--- config.mk ---
export PLATFORM = sky130hd
export DESIGN_NAME = wavetable_sound_channel
export DESIGN_NICKNAME = d
export VERILOG_FILES = /design/src/hw/rtl/wsc_pkg.sv /design/src/hw/rtl/wavetable_sound_channel.sv
export SDC_FILE = /design/constraint.sdc
export NUM_CORES = 1
export LEC_CHECK = 0
export BUFFER_PORTS_ARGS = -buffer_cell sky130_fd_sc_hd__clkbuf_2
export CAP_MARGIN = 0
export CORE_MARGIN = 1
export CORE_UTILIZATION = 62
export CTS_BUF_LIST = sky130_fd_sc_hd__clkbuf_16
export DETAILED_ROUTE_END_ITERATION = 12
export PLACE_DENSITY = 0.79
export SLEW_MARGIN = 10
export SYNTH_ARGS = -nofsm -noshare
export SYNTH_HDL_FRONTEND = slang
export SYNTH_SLANG_ARGS = --single-unit
--- constraint.sdc ---
create_clock -name i_clk -period 3.4 [get_ports i_clk]
set_input_delay 0.51 -clock i_clk [delete_from_list [all_inputs] [get_ports i_clk]]
set_output_delay 0.51 -clock i_clk [all_outputs]
set_load 0.02 [all_outputs]
--- src/hw/rtl/wsc_pkg.sv ---
`default_nettype none

package wsc_pkg;

    localparam int WAVE_BYTES     = 16;
    localparam int PERIOD_SPAN    = 2048;
    localparam int LENGTH_MAX_DEF = 256;

    localparam int KIND_W   = 3;
    localparam int SEL_W    = 3;
    localparam int ADDR_W   = $clog2(WAVE_BYTES);
    localparam int DATA_W   = 8;
    localparam int SAMPLE_W = 4;
    localparam int POS_W    = ADDR_W + 1;
    localparam int PERIOD_W = $clog2(PERIOD_SPAN);
    localparam int PCNT_W   = PERIOD_W + 1;
    localparam int VOL_W    = 2;

    localparam logic [KIND_W-1:0] KIND_REG_WR  = 3'd0;
    localparam logic [KIND_W-1:0] KIND_REG_RD  = 3'd1;
    localparam logic [KIND_W-1:0] KIND_WAVE_WR = 3'd2;
    localparam logic [KIND_W-1:0] KIND_WAVE_RD = 3'd3;
    localparam logic [KIND_W-1:0] KIND_TICK    = 3'd4;
    localparam logic [KIND_W-1:0] KIND_LEN     = 3'd5;
    localparam logic [KIND_W-1:0] KIND_POWER   = 3'd6;

    localparam logic [SEL_W-1:0] SEL_DAC    = 3'd0;
    localparam logic [SEL_W-1:0] SEL_LENGTH = 3'd1;
    localparam logic [SEL_W-1:0] SEL_VOLUME = 3'd2;
    localparam logic [SEL_W-1:0] SEL_PER_LO = 3'd3;
    localparam logic [SEL_W-1:0] SEL_PER_HI = 3'd4;

    localparam logic [DATA_W-1:0] RD_DAC_MASK = 8'h7F;
    localparam logic [DATA_W-1:0] RD_VOL_MASK = 8'b1001_1111;
    localparam logic [DATA_W-1:0] RD_CTL_MASK = 8'b1011_1111;
    localparam logic [DATA_W-1:0] RD_OPEN     = 8'hFF;
    localparam logic [SAMPLE_W-1:0] SAMPLE_DAC_OFF = 4'b0111;

endpackage

`default_nettype wire

--- src/hw/rtl/wavetable_sound_channel.sv ---
// Wavetable sound channel: 32 four-bit samples in a 16-byte wave store.
// Request channel: i_in_valid / o_in_stall with i_kind, i_reg_select,
// i_wave_addr and i_write_data. Each request is a register write or read,
// a wave store write or read, a channel tick, a length tick or a power clear.
// Result channel: o_out_valid / i_out_stall with o_read_data, o_sample_out
// and o_channel_on, one result per request, in request order.
// Throughput is one request per cycle while i_out_stall stays low. The accept
// edge updates the control state and reads the wave store RAM (synchronous
// read) into the middle stage; the result register then captures the result
// after the fetched nibble and the volume shift.
// When i_out_stall is high the result register holds; the middle stage then
// fills and o_in_stall rises, so at most two requests are in flight.
// Reset (i_rst_n low, synchronous) empties the pipeline, restores the control
// state and marks every wave store byte unwritten, which reads as 255; no
// clearing pass is needed.
`default_nettype none

module wavetable_sound_channel #(
    parameter int LENGTH_MAX = wsc_pkg::LENGTH_MAX_DEF
) (
    input  wire                            i_clk,
    input  wire                            i_rst_n,
    input  wire                            i_in_valid,
    output logic                           o_in_stall,
    input  wire  [wsc_pkg::KIND_W-1:0]     i_kind,
    input  wire  [wsc_pkg::SEL_W-1:0]      i_reg_select,
    input  wire  [wsc_pkg::ADDR_W-1:0]     i_wave_addr,
    input  wire  [wsc_pkg::DATA_W-1:0]     i_write_data,
    output logic                           o_out_valid,
    input  wire                            i_out_stall,
    output logic [wsc_pkg::DATA_W-1:0]     o_read_data,
    output logic [wsc_pkg::SAMPLE_W-1:0]   o_sample_out,
    output logic                           o_channel_on
);

    localparam int LEN_W     = $clog2(LENGTH_MAX + 1);
    localparam int MOD_STEPS = 255 / LENGTH_MAX;
    localparam int DEPTH     = wsc_pkg::WAVE_BYTES;
    localparam int AW        = wsc_pkg::ADDR_W;
    localparam int DW        = wsc_pkg::DATA_W;
    localparam int PW        = wsc_pkg::PERIOD_W;
    localparam int CW        = wsc_pkg::PCNT_W;
    localparam int QW        = wsc_pkg::POS_W;
    localparam int VW        = wsc_pkg::VOL_W;
    localparam int SW        = wsc_pkg::SAMPLE_W;

    logic [DW-1:0]    r_mem [DEPTH];
    logic [DEPTH-1:0] r_wv;
    logic [DW-1:0]    r_mem_q;
    logic             r_mem_vld;

    logic          r_dac, n_dac;
    logic [VW-1:0] r_vol, n_vol;
    logic [PW-1:0] r_period, n_period;
    logic          r_len_en, n_len_en;
    logic [LEN_W-1:0] r_len, n_len;
    logic [CW-1:0] r_pcnt, n_pcnt;
    logic [QW-1:0] r_pos, n_pos;
    logic          r_playing, n_playing;
    logic [SW-1:0] r_nibble;

    logic          r_s1_valid;
    logic          r_s1_reload;
    logic          r_s1_odd;
    logic          r_s1_from_mem;
    logic [DW-1:0] r_s1_rd;
    logic          r_s1_dac;
    logic          r_s1_play;
    logic [VW-1:0] r_s1_vol;

    logic          r_out_valid;
    logic [DW-1:0] r_out_rd;
    logic [SW-1:0] r_out_sample;
    logic          r_out_on;

    logic          acc;
    logic          out_free;
    logic          s1_free;
    logic          s1_adv;
    logic          wave_wr;
    logic [AW-1:0] rd_addr;
    logic          reload;
    logic [DW-1:0] rd_now;
    logic          from_mem;
    logic [8:0]    len_mod;
    logic [DW-1:0] s1_byte;
    logic [SW-1:0] s1_nibble;
    logic [SW-1:0] s1_sample;
    logic [DW-1:0] s1_read;

    assign out_free   = !r_out_valid || !i_out_stall;
    assign s1_free    = !r_s1_valid || out_free;
    assign s1_adv     = r_s1_valid && out_free;
    assign o_in_stall = !s1_free;
    assign acc        = i_in_valid && s1_free;

    assign wave_wr = acc && (i_kind == wsc_pkg::KIND_WAVE_WR) && !r_playing;
    assign rd_addr = (i_kind == wsc_pkg::KIND_WAVE_RD) ? i_wave_addr : r_pos[QW-1:1];
    assign reload  = (i_kind == wsc_pkg::KIND_TICK) && (r_pcnt <= CW'(1));

    always_comb begin
        len_mod = {1'b0, i_write_data};
        for (int k = 0; k < MOD_STEPS; k++) begin
            if (len_mod >= 9'(LENGTH_MAX)) begin
                len_mod = len_mod - 9'(LENGTH_MAX);
            end
        end
    end

    always_comb begin
        n_dac     = r_dac;
        n_vol     = r_vol;
        n_period  = r_period;
        n_len_en  = r_len_en;
        n_len     = r_len;
        n_pcnt    = r_pcnt;
        n_pos     = r_pos;
        n_playing = r_playing;
        rd_now    = '0;
        from_mem  = 1'b0;
        unique case (i_kind)
            wsc_pkg::KIND_REG_WR: begin
                unique case (i_reg_select)
                    wsc_pkg::SEL_DAC: begin
                        n_dac = i_write_data[7];
                        if (!i_write_data[7]) begin
                            n_playing = 1'b0;
                        end
                    end
                    wsc_pkg::SEL_LENGTH: n_len = LEN_W'(9'(LENGTH_MAX) - len_mod);
                    wsc_pkg::SEL_VOLUME: n_vol = i_write_data[6:5];
                    wsc_pkg::SEL_PER_LO: n_period = {r_period[PW-1:8], i_write_data};
                    wsc_pkg::SEL_PER_HI: begin
                        n_period = {i_write_data[2:0], r_period[7:0]};
                        n_len_en = i_write_data[6];
                        if (i_write_data[7]) begin
                            n_playing = r_dac;
                            if (r_len == '0) begin
                                n_len = LEN_W'(LENGTH_MAX);
                            end
                            n_pcnt = CW'(wsc_pkg::PERIOD_SPAN) - {1'b0, n_period};
                            n_pos  = '0;
                        end
                    end
                    default: ;
                endcase
            end
            wsc_pkg::KIND_REG_RD: begin
                unique case (i_reg_select)
                    wsc_pkg::SEL_DAC:    rd_now = {r_dac, 7'd0} | wsc_pkg::RD_DAC_MASK;
                    wsc_pkg::SEL_VOLUME: rd_now = {1'b0, r_vol, 5'd0} | wsc_pkg::RD_VOL_MASK;
                    wsc_pkg::SEL_PER_HI: rd_now = {1'b0, r_len_en, 6'd0} | wsc_pkg::RD_CTL_MASK;
                    default:             rd_now = wsc_pkg::RD_OPEN;
                endcase
            end
            wsc_pkg::KIND_WAVE_RD: begin
                from_mem = !r_playing;
                rd_now   = wsc_pkg::RD_OPEN;
            end
            wsc_pkg::KIND_TICK: begin
                if (reload) begin
                    n_pcnt = CW'(wsc_pkg::PERIOD_SPAN) - {1'b0, r_period};
                    n_pos  = r_pos + QW'(1);
                end else begin
                    n_pcnt = r_pcnt - CW'(1);
                end
            end
            wsc_pkg::KIND_LEN: begin
                if (r_len_en && (r_len != '0)) begin
                    n_len = r_len - LEN_W'(1);
                    if (r_len == LEN_W'(1)) begin
                        n_playing = 1'b0;
                    end
                end
            end
            wsc_pkg::KIND_POWER: begin
                n_dac     = 1'b0;
                n_playing = 1'b0;
                n_vol     = '0;
                n_period  = '0;
                n_len_en  = 1'b0;
                n_pos     = '0;
            end
            default: ;
        endcase
    end

    always_ff @(posedge i_clk) begin
        if (wave_wr) begin
            r_mem[i_wave_addr] <= i_write_data;
        end
        if (acc) begin
            r_mem_q <= r_mem[rd_addr];
        end
    end

    always_ff @(posedge i_clk) begin
        if (!i_rst_n) begin
            r_wv      <= '0;
            r_mem_vld <= 1'b0;
        end else begin
            if (wave_wr) begin
                r_wv[i_wave_addr] <= 1'b1;
            end
            if (acc) begin
                r_mem_vld <= r_wv[rd_addr];
            end
        end
    end

    always_ff @(posedge i_clk) begin
        if (!i_rst_n) begin
            r_dac     <= 1'b0;
            r_vol     <= '0;
            r_period  <= PW'(wsc_pkg::PERIOD_SPAN - 1);
            r_len_en  <= 1'b0;
            r_len     <= LEN_W'(1);
            r_pcnt    <= CW'(1);
            r_pos     <= '0;
            r_playing <= 1'b0;
        end else if (acc) begin
            r_dac     <= n_dac;
            r_vol     <= n_vol;
            r_period  <= n_period;
            r_len_en  <= n_len_en;
            r_len     <= n_len;
            r_pcnt    <= n_pcnt;
            r_pos     <= n_pos;
            r_playing <= n_playing;
        end
    end

    always_ff @(posedge i_clk) begin
        if (acc) begin
            r_s1_reload   <= reload;
            r_s1_odd      <= r_pos[0];
            r_s1_from_mem <= from_mem;
            r_s1_rd       <= rd_now;
            r_s1_dac      <= n_dac;
            r_s1_play     <= n_playing;
            r_s1_vol      <= n_vol;
        end
    end

    assign s1_byte   = r_mem_vld ? r_mem_q : wsc_pkg::RD_OPEN;
    assign s1_read   = r_s1_from_mem ? s1_byte : r_s1_rd;
    assign s1_nibble = !r_s1_reload ? r_nibble : (r_s1_odd ? s1_byte[3:0] : s1_byte[7:4]);

    always_comb begin
        if (!r_s1_dac) begin
            s1_sample = wsc_pkg::SAMPLE_DAC_OFF;
        end else if (!r_s1_play || (r_s1_vol == '0)) begin
            s1_sample = '0;
        end else begin
            s1_sample = s1_nibble >> (r_s1_vol - VW'(1));
        end
    end

    always_ff @(posedge i_clk) begin
        if (!i_rst_n) begin
            r_s1_valid  <= 1'b0;
            r_out_valid <= 1'b0;
            r_nibble    <= '0;
        end else begin
            if (s1_free) begin
                r_s1_valid <= acc;
            end
            if (s1_adv) begin
                r_out_valid <= 1'b1;
                r_nibble    <= s1_nibble;
            end else if (!i_out_stall) begin
                r_out_valid <= 1'b0;
            end
        end
    end

    always_ff @(posedge i_clk) begin
        if (s1_adv) begin
            r_out_rd     <= s1_read;
            r_out_sample <= s1_sample;
            r_out_on     <= r_s1_play;
        end
    end

    assign o_out_valid  = r_out_valid;
    assign o_read_data  = r_out_rd;
    assign o_sample_out = r_out_sample;
    assign o_channel_on = r_out_on;

    a_play_needs_dac: assert property (@(posedge i_clk) disable iff (!i_rst_n)
        r_playing |-> r_dac)
        else $error("channel playing with dac off");

    a_play_needs_len: assert property (@(posedge i_clk) disable iff (!i_rst_n)
        r_playing |-> (r_len != '0))
        else $error("channel playing with expired length");

    a_pcnt_nonzero: assert property (@(posedge i_clk) disable iff (!i_rst_n)
        r_pcnt != '0)
        else $error("period timer reached zero");

    a_trigger: assert property (@(posedge i_clk) disable iff (!i_rst_n)
        (acc && (i_kind == wsc_pkg::KIND_REG_WR) && (i_reg_select == wsc_pkg::SEL_PER_HI)
            && i_write_data[7])
        |=> (r_pos == '0) && (r_len != '0))
        else $error("trigger did not restart position and length");

    a_blocked_write: assert property (@(posedge i_clk) disable iff (!i_rst_n)
        (acc && (i_kind == wsc_pkg::KIND_WAVE_WR) && r_playing) |=> $stable(r_wv))
        else $error("wave store written while playing");

endmodule

`default_nettype wire
# --- Word-level counts from Yosys, hierarchy flattened ---
# Memory sizes are Yosys's and may differ from the RTL's. A register that Yosys moved wholly into a read port is not among the register bits.
# Cells that the tools add are included.
classes:
  bitwise_logic: 2
  reduce_logical: 32
  shifts: 1
  n_mux: 43
  add_sub_neg: 7
  magnitude_cmp: 4
  n_eq_ne: 22
op_table:
  columns: ["op", "count"]
  rows:
  - ["$pmux W11 S2", 2]
  - ["$mux W12", 3]
  - ["$pmux W9 S2", 2]
  - ["$mux W9", 3]
  - ["$pmux W12 S2", 1]
  - ["$pmux W8 S3", 1]
  - ["$sub A12 B11 Y12 const A", 2]
  - ["$mux W8", 2]
  - ["$or A16 B16 Y16", 1]
  - ["$pmux W8 S2", 1]
  - ["$mux W5", 3]
  - ["$pmux W5 S3", 1]
  - ["$eq A3 B2 Y1 const B", 4]
  - ["$eq A3 B3 Y1 const B", 4]
  - ["$le A12 B1 Y1 const B", 1]
  - ["$mux W1", 12]
  - ["$mux W4", 3]
  - ["$ne A2 B2 Y1 const B", 6]
  - ["$reduce_and A4 Y1", 3]
  - ["$sub A12 B1 Y12 const B", 1]
  - ["$lt A4 B5 Y1 const B", 2]
  - ["$eq A9 B1 Y1 const B", 1]
  - ["$logic_not A9 Y1", 1]
  - ["$reduce_bool A9 Y1", 1]
  - ["other kinds (29)", 50]
totals:
  output_inout_bits: 15
  register_bits: 93
  n_memories: 1
  ram_bits: 128
mem_list:
  columns: ["memory", "depth", "word_bits", "read_ports", "rd_clocked_by_memory_dff", "wr", "line", "text"]
  rows:
  - ["r_mem", 16, 8, 1, 1, 1, "wavetable_sound_channel.sv:47", "logic [DW-1:0] r_mem [DEPTH];"]

# --- Logic depth before layout (Yosys ltp) ---
depth:
  word_depth: 8
  ltp_mapped: 10

# --- Worst setup path after synthesis ---
# No wires, ideal clock.
synth_path:
  kind: "input -> register"
  start: "input i_kind[0] in the netlist's numbering"
  end: "memory r_mem[8][0] in the netlist's numbering (enable)"
  required_time_ns: 3.014
  t_arrival_ns: 2.120
  cell_stages: 5
  slack_ns: 0.894
  setup_ns: 0.386
  path_cell_list: "clkbuf_1 -> nand3b_1 -> nor4_1 -> nand2_1 -> nor3_1"
synth_via:
  elab_chain_cells: 5
synth_lines:
  columns: ["item", "line", "text"]
  rows:
  - ["start, declared", "wavetable_sound_channel.sv:25", "input wire [wsc_pkg::KIND_W-1:0] i_kind,"]
  - ["$eq A3 B2 Y1", "wavetable_sound_channel.sv:97", "assign wave_wr = acc && (i_kind == wsc_pkg::KIND_WAVE_WR) && !r_playing;"]
  - ["$logic_and A1 B1 Y1 (2 in a row)", "wavetable_sound_channel.sv:97", null]
  - ["$mux W1", "wavetable_sound_channel.sv:189", "if (wave_wr) begin"]
  - ["$mux W1 (not written as such)", "wavetable_sound_channel.sv:190", "r_mem[i_wave_addr] <= i_write_data;"]
  - ["end, declared", "wavetable_sound_channel.sv:47", null]
# No other way between the ends.

# --- Worst setup path in the final report ---
layout_path:
  start: "register r_len[0]"
  end: "register r_len[0]"
layout_via:
  elab_chain_cells: 4
  elab_cells_between_ends: 9
  cone_classes: "add/sub (1); eq/ne (2); mux (2); reduce/logical (4)"
layout_lines:
  columns: ["item", "line", "text"]
  rows:
  - ["start, declared", "wavetable_sound_channel.sv:56", "logic [LEN_W-1:0] r_len, n_len;"]
  - ["start signal, assigned", "wavetable_sound_channel.sv:226", "r_len <= n_len;"]
  - ["branches (longest 4 deep; another with $sub A9 B1 Y9)", null, null]
# Several ways; the timed one is not identified. The select of a mux whose other input is x is not followed.
# A chain may end at the register's enable or synchronous reset.

==> flow_summary.ini <==
[run_status]
status = finished clean

[min_path]
hold_path_depth = 2
hold_path.class = in2reg

[clock_tree]
cts_buffer_depth = 3
cts_root_buf = clkbuf_16
cts_num_sinks = 225
clk_latency_ns = 0.51
htreeDepth = 1
clk_pin_slew_worst_paths_ns = 0.06
postCtsResizedCells = 0
cts_tree = done
cts-hold-fix-buffers = 0
numCtsBuffers = 23
post_cts_buffers = 0

[floorplanning]
ios = 37
core_um2 = 16000
dieArea_um2 = 17040
die_w_um = 130.5
num_rows = 46
die_y_um = 130.5
initial_core_util = 0.6401

[yosys]
ys_types = 67
syn_area_per_cell_um2 = 10.69
synth-edff-count = 160
synth.net_count = 988
yosysMostFrequentCell = nand2_1
async_flop_share = 0
synth-seq-cells = 225
mappedNetlistArea_um2 = 10240
synthTopCellsByArea = edfxtp_1, dfxtp_1, nand2_1, mux2i_1, nand3_1
synthFlopType = edfxtp_1
ys_seq_area_frac = 0.5962
synth_top_cell_by_area = edfxtp_1
syn_inst = 958
synth_common_cells = nand2_1, edfxtp_1, nor2_1
yosys_warnings = 0
synth_top_cell_area_share = 0.4692

[layout]
final_core_util = 0.7201
n_antenna_cell = 0
design_area_um2 = 11520
nNetsFinal = 1036
drive_above_1_share = 0.1252
area_growth_pct = 12.51

[timing]
finalHoldViolCount = 0
clock_skew_ns = 0.009466
fin_crit_sh = 0.7562
final.min_clock_period_ns = 2.571
rsz0062_at_grt = false
tns_ns = 0
worst_pin_slew_ns = 1.050
setup-violations-final = 0
max_freq_ghz = 0.3889
worst_hold_slack_ns = 0.2694
finalMaxSlewViolations = 0
slew_headroom = 0.2956

[worst_setup_path]
critPathMaxStageDelay_ns = 0.81
cp-start-kind = flip-flop
ff2ff_path_depth = 9
cp_max_fo = 18
slowest_stage = o21ai_1
critPathKind = reg2reg
end_kind = flip-flop
crit_arrival_ns = 2.97
worstPathCellList = inv_1 > ha_1 > nor2b_1 > buf_4 > nand3_1 > mux2i_1 > o21ai_1 > o21ai_0 > o311ai_0
cp.required_ns = 3.80

[drt]
dr.pass1.iters = 6
ant_nets = 0
num_vias = 7615
drt_iter0_drc = 891
routedWlPerCell_um = 19.62
drc = 0
vias_per_cell = 6.151
finalWirelength_um = 24290

[power_and_ir_drop]
p_per_area_nw_per_um2 = 502.8
p_leak_nw = 4.229
p_total_mw = 5.793
ir_drop_mv = 0.3503

[global_route]
antenna_found_initial = 0
grt_max_degree = 41
grt_pass1_vias = 6968
track_usage = 0.2947
overflow = 0
grt_pass1_wl_um = 37680

[placed_design]
gp_congestion = 0.8984
placed_area_um2 = 10810
dp_hpwl_um = 15910
portBuffers = 36

[flow_run]
maxCapViolCount = 0
-- cells by family after synthesis --
group / after synthesis / share of synthesized area
AND/OR/NAND/NOR: 416 / 0.1884
XOR/XNOR: 21 / 0.01796
multiplexers: 51 / 0.05095
buffers and inverters: 75 / 0.02883
AO/OA/AOI/OAI: 162 / 0.1079
adder cells (fa/ha/maj): 8 / 0.009774
flip-flops: 225 / 0.5962
-- critical path, delay by kind of cell, from the launching register on --
kind | cells | cell delay, ns
DFF | 1 | 0.43
adders and majority gates | 1 | 0.23
AOI/OAI and AO/OA | 3 | 1.23
buffers and inverters | 2 | 0.25
muxes | 1 | 0.08
and+or+nand+nor | 2 | 0.25
-- per-stage QoR --
stage	setup WS (ns)	std cells
floorplan	0.8945	958
global placement	0.6171	1197
detailed placement	0.5659	1197
CTS	0.9234	1238
global route	0.7242	1238
finish	0.8290	1238
-- flip-flops by register name, summed over array words and instances, names as in the netlist, 4 cells and up --
name and cells:
r_wv 16, r_pcnt 12, r_mem_q 8, r_period 11
r_len 9, r_pos 5, r_nibble 4, o_sample_out 4
r_mem 128, o_read_data 8, r_s1_rd 4
-- area by class of cell --
cell class,instances,area (um2)
inverter,23,86.33
clock inverter,18,133.9
sequential,225,6106
tap,216,270.3
timing repair buffer,75,485.5
multi-input combinational,658,3865
clock buffer,23,575.6
fill,1145,4478
-- power by group --
group | leakage, nW | internal [mW] | total, mW | switching [mW]
clock | 0.358 | 1.38 | 2.38 | 1.01
combinational | 1.88 | 0.129 | 0.390 | 0.260
sequential | 1.99 | 2.98 | 3.02 | 0.0370
-- per-layer routing --
layer,vias to the layer above,share of wire,track usage
li1,3603,-,-
met1,3568,0.42,0.4026
met2,382,0.47,0.4700
met3,62,0.078,0.04560
met4,0,0.037,0.1291
met5,-,0,0
-- cell usage in the layout (no fill, tap or decap), types with 4 or more instances in the layout --
cell / count
xnor2_1: 11
nand2b_1: 9
nand4_1: 4
nor2_1: 86
o221ai_1: 9
ha_1: 8
a32oi_1: 9
edfxtp_1: 160
nor4_1: 11
inv_1: 27
a31oi_1: 13
buf_4: 38
mux2_2: 9
nand3b_1: 7
dfxtp_1: 65
nor2b_1: 6
o31ai_1: 4
nand2_1: 162
clkbuf_16: 23
a21oi_1: 33
clkbuf_2: 36
a22oi_1: 7
nand3_1: 82
clkinv_1: 5
o21a_1: 18
o21ai_0: 25
xor2_1: 10
o211ai_1: 9
nor3_1: 25
mux2i_1: 40
a211oi_1: 10
-- final timing paths --
path	start	to	slack (ns)
worst max register to register	r_len[0]	r_len[0]	0.83
worst max-delay path	r_len[0]	r_len[0]	0.83
worst min register to register	r_pcnt[11]	r_pcnt[11]	0.46
worst min-delay path	i_in_valid	r_s1_valid	0.27
(Power assumes the default switching activity.)
